==> config.mk <==
export PLATFORM = sky130hd
export DESIGN_NAME = terrain_block_flatness_triangulator_top
export DESIGN_NICKNAME = d
export VERILOG_FILES = /design/src/hdl/tbft_pkg.sv /design/src/hdl/terrain_block_flatness_triangulator_top.sv
export SDC_FILE = /design/constraint.sdc
export NUM_CORES = 1
export LEC_CHECK = 0
export ABC_CLOCK_PERIOD_IN_PS = 6300
export BUFFER_PORTS_ARGS = -buffer_cell sky130_fd_sc_hd__buf_2
export CORE_MARGIN = 1.5
export CORE_UTILIZATION = 62
export DETAILED_ROUTE_END_ITERATION = 10
export GPL_TIMING_DRIVEN = 0
export PLACE_DENSITY_LB_ADDON = 0.1
export SYNTH_ARGS = -nofsm -noshare
export SYNTH_HDL_FRONTEND = slang
export SYNTH_SLANG_ARGS = --single-unit
==> constraint.sdc <==
create_clock -name clk -period 6.3 [get_ports clk]
set_input_delay 0.63 -clock clk [delete_from_list [all_inputs] [get_ports clk]]
set_output_delay 0.63 -clock clk [all_outputs]
set_load 0.005 [all_outputs]
==> src/hdl/tbft_pkg.sv <==
// Package for the terrain block flatness triangulator: payload types and constants.
package tbft_pkg;

	localparam int HEIGHT_W   = 16;
	localparam int COORD_W    = 10;
	localparam int GRID_W     = 11;
	localparam int VERT_W     = 20;
	localparam int CFG_IDX_W  = 2;
	localparam int CFG_DATA_W = 16;
	localparam int PROD_W     = COORD_W + GRID_W;

	localparam logic [GRID_W-1:0] MAX_GRID_SIDE = GRID_W'(1024);

	localparam logic [CFG_IDX_W-1:0] REG_GRID_WIDTH  = 2'd0;
	localparam logic [CFG_IDX_W-1:0] REG_GRID_HEIGHT = 2'd1;
	localparam logic [CFG_IDX_W-1:0] REG_SLOPE_LIMIT = 2'd2;

	typedef struct packed {
		logic [COORD_W-1:0]  block_col;
		logic [COORD_W-1:0]  block_row;
		logic [HEIGHT_W-1:0] h_up_left;
		logic [HEIGHT_W-1:0] h_up_mid;
		logic [HEIGHT_W-1:0] h_up_right;
		logic [HEIGHT_W-1:0] h_mid_left;
		logic [HEIGHT_W-1:0] h_center;
		logic [HEIGHT_W-1:0] h_mid_right;
		logic [HEIGHT_W-1:0] h_low_left;
		logic [HEIGHT_W-1:0] h_low_mid;
		logic [HEIGHT_W-1:0] h_low_right;
	} block_t;

	typedef struct packed {
		logic [VERT_W-1:0] vert_a;
		logic [VERT_W-1:0] vert_b;
		logic [VERT_W-1:0] vert_c;
		logic              is_flat;
		logic              bad_block;
		logic              last_tri;
	} result_t;

endpackage

==> src/hdl/terrain_block_flatness_triangulator_top.sv <==
// Top level of the terrain block flatness triangulator: test pipeline and triangle emitter.
//
//  Channel  Ports                          Transaction
//  -------  -----------------------------  -------------------------------------
//  block    start, busy, block_in          accepted when start is high, busy low
//  result   result_valid, result           one triangle per cycle, cannot stall
//  config   cfg_we, cfg_index, cfg_data    register write when cfg_we is high
//
// A block passes three pipeline stages (sums, test and multiply, indices) and is then
// handed to the emitter, which puts out one triangle per cycle: 1 for a bad block,
// 2 for a flat one, 8 otherwise. The emitter's triangle count sets the sustained rate.
// After stage three a block's triangles pass the emitter register and then the result register.
// Reset clears all valid bits and loads the register reset values.
// While the emitter works through a block the stages fill and hold; busy rises once
// stages one to three all hold a block and the emitter is not on its last triangle.
module terrain_block_flatness_triangulator_top (
	input  logic                                 clk,
	input  logic                                 arst_n,
	input  logic                                 start,
	output logic                                 busy,
	input  tbft_pkg::block_t                     block_in,
	input  logic                                 cfg_we,
	input  logic [tbft_pkg::CFG_IDX_W-1:0]       cfg_index,
	input  logic [tbft_pkg::CFG_DATA_W-1:0]      cfg_data,
	output logic                                 result_valid,
	output tbft_pkg::result_t                    result
);

	// Configuration registers.
	logic [tbft_pkg::GRID_W-1:0]   grid_width_q;
	logic [tbft_pkg::GRID_W-1:0]   grid_height_q;
	logic [tbft_pkg::HEIGHT_W-1:0] slope_limit_q;

	// Stage 1: pair sums, limits, bounds check.
	logic                                 valid_s1;
	logic [tbft_pkg::COORD_W-1:0]         col_s1;
	logic [tbft_pkg::COORD_W-1:0]         row_s1;
	logic [tbft_pkg::GRID_W-1:0]          gw_s1;
	logic [tbft_pkg::HEIGHT_W:0]          sum_s1 [4];
	logic signed [tbft_pkg::HEIGHT_W+2:0] lo_s1;
	logic [tbft_pkg::HEIGHT_W+1:0]        hi_s1;
	logic                                 bad_s1;

	// Stage 2: flatness result and row product.
	logic                           valid_s2;
	logic [tbft_pkg::COORD_W-1:0]   col_s2;
	logic [tbft_pkg::GRID_W-1:0]    gw_s2;
	logic [tbft_pkg::PROD_W-1:0]    prod_s2;
	logic                           flat_s2;
	logic                           bad_s2;

	// Stage 3: row base indices.
	logic                         valid_s3;
	logic [tbft_pkg::VERT_W-1:0]  ul_s3;
	logic [tbft_pkg::VERT_W-1:0]  ml_s3;
	logic [tbft_pkg::VERT_W-1:0]  ll_s3;
	logic                         flat_s3;
	logic                         bad_s3;

	// Emitter.
	logic                         em_valid_q;
	logic [2:0]                   em_idx_q;
	logic                         em_flat_q;
	logic                         em_bad_q;
	logic [tbft_pkg::VERT_W-1:0]  em_ul_q;
	logic [tbft_pkg::VERT_W-1:0]  em_ml_q;
	logic [tbft_pkg::VERT_W-1:0]  em_ll_q;

	logic                         ready_s1;
	logic                         ready_s2;
	logic                         ready_s3;
	logic                         em_last;
	logic                         em_load;
	logic                         accept;

	logic [tbft_pkg::GRID_W-1:0]  gw_clamp;
	logic [tbft_pkg::GRID_W-1:0]  gh_clamp;
	logic [tbft_pkg::GRID_W:0]    col_ext;
	logic [tbft_pkg::GRID_W:0]    row_ext;
	logic [tbft_pkg::HEIGHT_W:0]  c2;
	logic [tbft_pkg::HEIGHT_W:0]  s2;
	logic [3:0]                   pass;
	logic [tbft_pkg::VERT_W-1:0]  ul_next;
	logic [tbft_pkg::VERT_W-1:0]  um;
	logic [tbft_pkg::VERT_W-1:0]  ur;
	logic [tbft_pkg::VERT_W-1:0]  mm;
	logic [tbft_pkg::VERT_W-1:0]  mr;
	logic [tbft_pkg::VERT_W-1:0]  lm;
	logic [tbft_pkg::VERT_W-1:0]  lr;
	tbft_pkg::result_t            tri_next;

	assign em_last  = em_bad_q || (em_flat_q ? (em_idx_q == 3'd1) : (em_idx_q == 3'd7));
	assign em_load  = !em_valid_q || em_last;
	assign ready_s3 = !valid_s3 || em_load;
	assign ready_s2 = !valid_s2 || ready_s3;
	assign ready_s1 = !valid_s1 || ready_s2;
	assign busy     = !ready_s1;
	assign accept   = start && ready_s1;

	// Stage 1 logic.
	always_comb begin
		gw_clamp = (grid_width_q > tbft_pkg::MAX_GRID_SIDE) ? tbft_pkg::MAX_GRID_SIDE
			: grid_width_q;
		gh_clamp = (grid_height_q > tbft_pkg::MAX_GRID_SIDE) ? tbft_pkg::MAX_GRID_SIDE
			: grid_height_q;
		col_ext = {2'b00, block_in.block_col} + (tbft_pkg::GRID_W+1)'(2);
		row_ext = {2'b00, block_in.block_row} + (tbft_pkg::GRID_W+1)'(2);
		c2 = {block_in.h_center, 1'b0};
		s2 = {slope_limit_q, 1'b0};
	end

	// Stage 2 logic: a pair passes when lo < a + b < hi.
	always_comb begin
		for (int p = 0; p < 4; p++) begin
			pass[p] = ($signed({2'b00, sum_s1[p]}) > lo_s1)
				&& ({1'b0, sum_s1[p]} < hi_s1);
		end
	end

	assign ul_next = tbft_pkg::VERT_W'(prod_s2 + tbft_pkg::PROD_W'(col_s2));

	// Emitter triangle selection.
	always_comb begin
		um = em_ul_q + tbft_pkg::VERT_W'(1);
		ur = em_ul_q + tbft_pkg::VERT_W'(2);
		mm = em_ml_q + tbft_pkg::VERT_W'(1);
		mr = em_ml_q + tbft_pkg::VERT_W'(2);
		lm = em_ll_q + tbft_pkg::VERT_W'(1);
		lr = em_ll_q + tbft_pkg::VERT_W'(2);
		tri_next = '0;
		tri_next.is_flat   = em_flat_q && !em_bad_q;
		tri_next.bad_block = em_bad_q;
		tri_next.last_tri  = em_last;
		if (em_bad_q) begin
			tri_next.is_flat = 1'b0;
		end else if (em_flat_q) begin
			if (em_idx_q[0]) begin
				tri_next.vert_a = lr;
				tri_next.vert_b = ur;
				tri_next.vert_c = em_ll_q;
			end else begin
				tri_next.vert_a = ur;
				tri_next.vert_b = em_ul_q;
				tri_next.vert_c = em_ll_q;
			end
		end else begin
			case (em_idx_q)
				3'd0: begin
					tri_next.vert_a = um; tri_next.vert_b = em_ul_q; tri_next.vert_c = em_ml_q;
				end
				3'd1: begin
					tri_next.vert_a = mm; tri_next.vert_b = um; tri_next.vert_c = em_ml_q;
				end
				3'd2: begin
					tri_next.vert_a = ur; tri_next.vert_b = um; tri_next.vert_c = mm;
				end
				3'd3: begin
					tri_next.vert_a = mr; tri_next.vert_b = ur; tri_next.vert_c = mm;
				end
				3'd4: begin
					tri_next.vert_a = mm; tri_next.vert_b = em_ml_q; tri_next.vert_c = em_ll_q;
				end
				3'd5: begin
					tri_next.vert_a = lm; tri_next.vert_b = mm; tri_next.vert_c = em_ll_q;
				end
				3'd6: begin
					tri_next.vert_a = mr; tri_next.vert_b = mm; tri_next.vert_c = lm;
				end
				default: begin
					tri_next.vert_a = lr; tri_next.vert_b = mr; tri_next.vert_c = lm;
				end
			endcase
		end
	end

	// Control state and configuration.
	always_ff @(posedge clk or negedge arst_n) begin
		if (!arst_n) begin
			grid_width_q  <= tbft_pkg::GRID_W'(1024);
			grid_height_q <= tbft_pkg::GRID_W'(1024);
			slope_limit_q <= '0;
			valid_s1      <= 1'b0;
			valid_s2      <= 1'b0;
			valid_s3      <= 1'b0;
			em_valid_q    <= 1'b0;
			em_idx_q      <= '0;
			result_valid  <= 1'b0;
		end else begin
			if (cfg_we) begin
				case (cfg_index)
					tbft_pkg::REG_GRID_WIDTH:  grid_width_q  <= cfg_data[tbft_pkg::GRID_W-1:0];
					tbft_pkg::REG_GRID_HEIGHT: grid_height_q <= cfg_data[tbft_pkg::GRID_W-1:0];
					tbft_pkg::REG_SLOPE_LIMIT: slope_limit_q <= cfg_data;
					default: ;
				endcase
			end
			if (ready_s1) valid_s1 <= start;
			if (ready_s2) valid_s2 <= valid_s1;
			if (ready_s3) valid_s3 <= valid_s2;
			if (em_load) begin
				em_valid_q <= valid_s3;
				em_idx_q   <= '0;
			end else begin
				em_idx_q <= em_idx_q + 3'd1;
			end
			result_valid <= em_valid_q;
		end
	end

	// Payload registers.
	always_ff @(posedge clk) begin
		if (accept) begin
			col_s1    <= block_in.block_col;
			row_s1    <= block_in.block_row;
			gw_s1     <= gw_clamp;
			sum_s1[0] <= {1'b0, block_in.h_up_left}  + {1'b0, block_in.h_low_right};
			sum_s1[1] <= {1'b0, block_in.h_up_right} + {1'b0, block_in.h_low_left};
			sum_s1[2] <= {1'b0, block_in.h_mid_left} + {1'b0, block_in.h_mid_right};
			sum_s1[3] <= {1'b0, block_in.h_up_mid}   + {1'b0, block_in.h_low_mid};
			lo_s1     <= $signed({2'b00, c2}) - $signed({2'b00, s2});
			hi_s1     <= {1'b0, c2} + {1'b0, s2};
			bad_s1    <= (col_ext >= {1'b0, gw_clamp}) || (row_ext >= {1'b0, gh_clamp});
		end
		if (ready_s2 && valid_s1) begin
			col_s2  <= col_s1;
			gw_s2   <= gw_s1;
			prod_s2 <= tbft_pkg::PROD_W'(row_s1) * tbft_pkg::PROD_W'(gw_s1);
			flat_s2 <= &pass;
			bad_s2  <= bad_s1;
		end
		if (ready_s3 && valid_s2) begin
			ul_s3   <= ul_next;
			ml_s3   <= ul_next + tbft_pkg::VERT_W'(gw_s2);
			ll_s3   <= ul_next + tbft_pkg::VERT_W'({gw_s2, 1'b0});
			flat_s3 <= flat_s2;
			bad_s3  <= bad_s2;
		end
		if (em_load && valid_s3) begin
			em_ul_q   <= ul_s3;
			em_ml_q   <= ml_s3;
			em_ll_q   <= ll_s3;
			em_flat_q <= flat_s3;
			em_bad_q  <= bad_s3;
		end
		result <= tri_next;
	end

endmodule

==> impl_metrics.ini, run 1 <==
[run_status]
status = finished, final reports clean

[final_layout]
drive_above_1_share_pct = 13.4
nFillCells = 3363
synthToLayoutAreaGrowth_pct = 11.9
final_util_pct = 70.2
stdcell_count = 4106
mostFrequentLayoutCells = ha_1 (341), edfxtp_1 (298), buf_2 (281)
num-nets-final = 4006
final_cell_area_sq_um = 34400
layout.cells.most_common = ha_1

[yosys]
synth_seq_cells = 407
ys_seq_area_share_pct = 37.0
async_flop_share_pct = 11.3
yosys_warnings = 0
ys_types = 96
syn_area_sq_um = 30700
synth_edf_count = 298
syn_area_per_cell_sq_um = 9.89
synth_nets = 3711
syn_inst = 3106
synthFlopType = edfxtp_1

[sta]
rsz0062_at_grt = no
finalWorstSetupSlack_ns = 0.255
setup_violations = 0
post-route-min-period_ns = 6.05
clock.fmax_mhz = 165
finalCritPeriodShare_pct = 96.0
slew_headroom_pct = 9.63
drv_slew = 0
hold_ws_ns = 0.209
hold_viol = 0
setup_tns_ns = 0
tightest_slew_ns = 1.35
finClkSkew_ns = 0.0325

[clock_network]
clock_path_buffers = 3
cts_tree = done
htree_levels = 2
post-cts-setup-buffer-count = 0
cts-buffers-inserted = 43
insertion_delay_ns = 0.62
root_buffer = clkbuf_16
cts_hold_buf = 0
cts_resized = 0
cts.reportedPaths.clkPinSlew_ns = 0.06
cts_num_sinks = 407

[critical_path]
setup.worst_path.end_class = flip-flop
cp.required_ns = 6.64
critPathKind = flip-flop to flip-flop
critPathLaunchType = flip-flop
cp.arrival_ns = 6.39
cp_max_fo = 10

[pwr]
finalPower_mw = 21.0
power_leakage_nw = 14.7
power.density_nw_per_um2 = 611
peakVddDrop_mv = 0.465

[grt]
grt_first_pass_wirelength_mm = 161
track_usage_pct = 42.1
grt_pass1_vias = 27200
grt_start_max_net_pins = 66
antenna_found_initial = 8
grt_overflow = 0

[die]
start_util_pct = 62.8
die_area_sq_um = 50900
coreArea_sq_um = 49000
die_y_microns = 226
die_w_microns = 226
ioPinCount = 251
rows = 81

[job]
cap_violations = 0

[drt]
route.detailed.drc = 0
wl_per_cell_microns = 26.2
vias = 27500
drt-total-wl_mm = 108
first_pass_iters = 7
ant_nets = 0
drt_iter0_drc = 3764
viasPerCell = 6.69

[placed_design]
hpwl_mm = 80.6
dp_slack_ns = 0.272
gp_congestion = 1.06
placed_cells = 4025
postPlaceCellArea_sq_um = 32900
io_buffers = 250

[min_path]
hp-class = input pin to flip-flop
state kept, by name, indices dropped and copies added, names as in the netlist, 17 cells and up:
register and cells:
sum_s1 68, result 63, em_ml_q 20, em_ul_q 20, ml_s3 20, prod_s2 20
ul_s3 20, em_ll_q 19, ll_s3 19, lo_s1 17
worst paths after layout:
| check | slack, ns | start | to | depth (start not counted) |
|---|---|---|---|---|
| setup / recovery | 0.25 | gw_s1[4]$_DFFE_PP_ | prod_s2[19]$_DFFE_PP_ | 19 |
| hold reg to reg | 0.41 | ml_s3[7]$_DFFE_PP_ | em_ml_q[7]$_DFFE_PP_ | 0 |
| hold / removal | 0.21 | block_in[144] | row_s1[0]$_DFFE_PP_ | 1 |
| min in group asynchronous | 0.25 | arst_n | grid_height_q[3]$_DFFE_PN0P_ | 1 |
| setup reg to reg | 0.25 | gw_s1[4]$_DFFE_PP_ | prod_s2[19]$_DFFE_PP_ | 19 |
| max in group asynchronous | 5.31 | arst_n | valid_s2$_DFFE_PN0P_ | 1 |
cells by family (layout without fill, tap and decap cells):
kind of cell | after synthesis | in the layout | synth area share, %
AOI/OAI and AO/OA | 727 | 727 | 15.7
xor gates and xnor gates | 243 | 243 | 6.93
adders and majority gates | 419 | 419 | 19.0
buffers and inverters | 365 | 695 | 4.65
DFF | 407 | 407 | 37.0
muxes | 64 | 64 | 2.28
other | 0 | 6 | 0
and+or+nand+nor | 881 | 881 | 14.5
synthesized netlist by cell type, drive strengths merged, types with 29 or more instances:
library cell,number,area (sq um)
ha,341,4270
edfxtp,298,8950
inv,220,826
nand2,216,813
a21oi,211,1060
nor2,209,800
xnor2,163,1430
o21ai,128,644
clkbuf,100,375
and2,86,538
nand3,86,435
xor2,80,701
fa,78,1560
nor3,73,375
dfxtp,63,1260
a21o,55,413
mux2,49,552
dfrtp,44,1100
a221oi,42,374
buf,42,215
nand4,42,284
a211oi,39,293
and3,34,213
nor2b,30,188
o21a,29,218
o22ai,29,181
metal layers:
metal / GRT usage [%] / vias to the layer above / part of all wire, %
met1: 53.6 / 13200 / 38
met4: 20.1 / 4 / 5.0
met2: 68.0 / 1945 / 46
li1: - / 11900 / -
met5: 0 / - / 0.023
met3: 9.88 / 453 / 11
final cells by class:
| cell class | count | area, sq um | share of cell area (%) |
|---|---|---|---|
| Multi-Input combinational cell | 2334 | 18000 | 52.2 |
| Sequential cell | 407 | 11400 | 33.0 |
| Timing Repair Buffer | 255 | 1360 | 3.95 |
| Clock buffer | 59 | 1210 | 3.53 |
| Inverter | 223 | 837 | 2.43 |
| Tap cell | 664 | 831 | 2.42 |
| Buffer | 137 | 572 | 1.66 |
| Clock inverter | 21 | 240 | 0.699 |
| Antenna cell | 6 | 15.0 | 0.0437 |
critical path: stages (launching register included):
cell      delay (ns)
edfxtp_1        0.36
clkbuf_1        0.44
nand2_1         0.16
fa_1            0.57
inv_1           0.06
fa_1            0.45
ha_1            0.33
fa_1            0.54
inv_1           0.06
fa_1            0.53
inv_1           0.04
ha_1            0.34
or2_2           0.31
o311a_1         0.14
o22ai_1         0.37
o21bai_1        0.22
o211a_1         0.26
nor3_1          0.30
a21oi_1         0.14
xnor2_1         0.15
power by group:
group,switching (mW),internal [mW],leakage (nW)
combinational,8.29,4.76,10.1
sequential,0.649,4.66,3.96
clock,1.14,1.50,0.717
Note: power is estimated with default switching activity, not from simulation.
==> inputs of run 2 (changes only) <==
- ABC_CLOCK_PERIOD_IN_PS: 6300 -> 7100
- CELL_PAD_IN_SITES_DETAIL_PLACEMENT: unset -> 1
- CELL_PAD_IN_SITES_GLOBAL_PLACEMENT: unset -> 1
- CORE_UTILIZATION: 62 -> 35
- clock period: 6.3 -> 7.1 ns (I/O delays scaled with it)
==> impl_metrics.ini, run 2 (synthesis gave the netlist of run 1 again) <==
[pwr]
power_leakage_nw = 14.8
peakVddDrop_mv = 0.242
comb_power_share_pct = 60.7
switching_share_pct = 47.2
seqPwrFrac_pct = 24.9
power.density_nw_per_um2 = 533
power.switching_mw = 8.89
pwr-share-clk_pct = 14.4
internal_power_mw = 9.93

[placed_design]
hpwl_mm = 91.5
placed_cells = 4517
gp_congestion = 0.964
io_buffers = 250
dp_slack_ns = 1.04

[run_status]
status = finished, final reports clean

[sta]
slew_headroom_pct = 1.81
setup_tns_ns = 0
hold_viol = 0
tightest_slew_ns = 1.47
drv_slew = 0
post-route-min-period_ns = 6.04
finalCritPeriodShare_pct = 85.0
finClkSkew_ns = 0.0483
clock.fmax_mhz = 166
finalWorstSetupSlack_ns = 1.06
rsz0062_at_grt = no
setup_violations = 0

[critical_path]
cp.arrival_ns = 6.39
max_stage_delay_ns = 0.55
critPathKind = flip-flop to flip-flop
crit_path_top_delay_cell = fa_1
cp.required_ns = 7.45
crit_chain = clkbuf_1 -> nand2_1 -> fa_1 -> inv_1 -> fa_1 -> inv_1 -> fa_1 -> inv_1 -> fa_1 -> inv_1 -> fa_1 -> inv_1 -> ha_1 -> or4_1 -> o22ai_1 -> o21bai_1 -> o211a_1 -> nor3_1 -> a21oi_1 -> xnor2_1
critPathLaunchType = flip-flop
setup.worst_path.end_class = flip-flop
cp_max_fo = 10

[final_layout]
top_regs = sum_s1 x68, result x63
mostFrequentLayoutCells = ha_1 (341), edfxtp_1 (298), buf_2 (281)
layout.cells.most_common = ha_1
drive_above_1_share_pct = 13.8
largest_register_ffs = 68
nFillCells = 9925
diodes = 0
stdcell_count = 4609
synthToLayoutAreaGrowth_pct = 14.9
num-nets-final = 4018
top_register = sum_s1

[die]
coreArea_sq_um = 86900
rows = 108
die_w_microns = 299
ioPinCount = 251
die_y_microns = 299
start_util_pct = 35.4
die_area_sq_um = 89600

[drt]
drt_iter0_drc = 1795
drt-total-wl_mm = 114
route.detailed.drc = 0
first_pass_iters = 5
wl_per_cell_microns = 24.7
vias = 25600
ant_nets = 0
viasPerCell = 5.56

[clock_network]
clock_path_buffers = 3
cts.reportedPaths.clkPinSlew_ns = 0.06
cts-buffers-inserted = 49
root_buffer = clkbuf_16
post-cts-setup-buffer-count = 0
cts_num_sinks = 407
insertion_delay_ns = 0.64
cts_hold_buf = 0
cts_resized = 0
cts_tree = done
htree_levels = 2

[grt]
grt_start_max_net_pins = 60
antenna_found_initial = 3
track_usage_pct = 25.1
grt_first_pass_wirelength_mm = 170
grt_pass1_vias = 27200
grt_overflow = 0

[min_path]
hp-class = input pin to flip-flop

[job]
cap_violations = 0
==> run 2: cell count changes in the layout (fill, tap and decap cells not counted), moves of 5 or more <==
cell and change:
clkinvlp_4 +9, diode_2 -6, bufinv_16 +5, clkbuf_16 +5, clkbuf_8 -5
==> run 2: metal layers <==
metal / part of all wire, % / track usage (%)
met3: 5.0 / 3.64
met2: 46 / 41.8
met4: 2.8 / 6.94
met5: 0.019 / 0
met1: 46 / 34.1
==> run 2: power by group through the flow <==
stage               sequential [mW]  clock, mW  combinational [mW]
floorplan                      4.53          0                7.69
global placement               4.80          0                10.9
detailed placement             4.75          0                11.3
CTS                            4.70       2.78                11.4
global route                   4.79       2.86                12.6
finish                         4.69       2.71                11.4
==> run 2: path summary, 6_finish.rpt <==
| check | startpoint | to | depth (start not counted) | slack (ns) |
|---|---|---|---|---|
| worst max-delay path | gw_s1[5]$_DFFE_PP_ | prod_s2[19]$_DFFE_PP_ | 20 | 1.06 |
| worst min-delay path | block_in[144] | row_s1[0]$_DFFE_PP_ | 1 | 0.29 |
| worst max register to register | gw_s1[5]$_DFFE_PP_ | prod_s2[19]$_DFFE_PP_ | 20 | 1.06 |
| worst min register to register | ll_s3[5]$_DFFE_PP_ | em_ll_q[5]$_DFFE_PP_ | 0 | 0.38 |
| max in group asynchronous | arst_n | result_valid$_DFF_PN0_ | 1 | 5.98 |
| min in group asynchronous | arst_n | grid_height_q[0]$_DFFE_PN0P_ | 1 | 0.34 |
==> run 2: critical path, delay by kind of cell, from the launching register on <==
kind	cells	cell delay [ns]
xor gates and xnor gates	1	0.14
buffers and inverters	6	0.68
AOI/OAI and AO/OA	4	0.90
and+or+nand+nor	3	0.86
adders and majority gates	6	2.77
DFF	1	0.39
==> run 2: stage by stage <==
step	area [sq um]	hold slack (ns)	utilization (%)	total power, mW
4_1_cts	35300	0.247	40.6	18.9
3_3_place_gp	33400	0.406	38.5	15.7
2_1_floorplan	30700	0.387	-	12.2
5_1_grt	35300	0.278	40.6	20.3
6_report	35300	0.290	40.6	18.8
3_5_place_dp	33600	0.406	38.6	16.0
==> run 2: area by class of cell <==
cell class | instances | area [sq um] | share of cell area [%]
inverters | 223 | 837 | 2.37
flip-flops and latches | 407 | 11400 | 32.2
clock inverters | 38 | 495 | 1.40
repair buffers | 256 | 1380 | 3.91
plain buffers | 142 | 591 | 1.67
multi-input cells | 2334 | 18000 | 50.8
well taps | 1155 | 1450 | 4.09
clock buffers | 54 | 1240 | 3.53
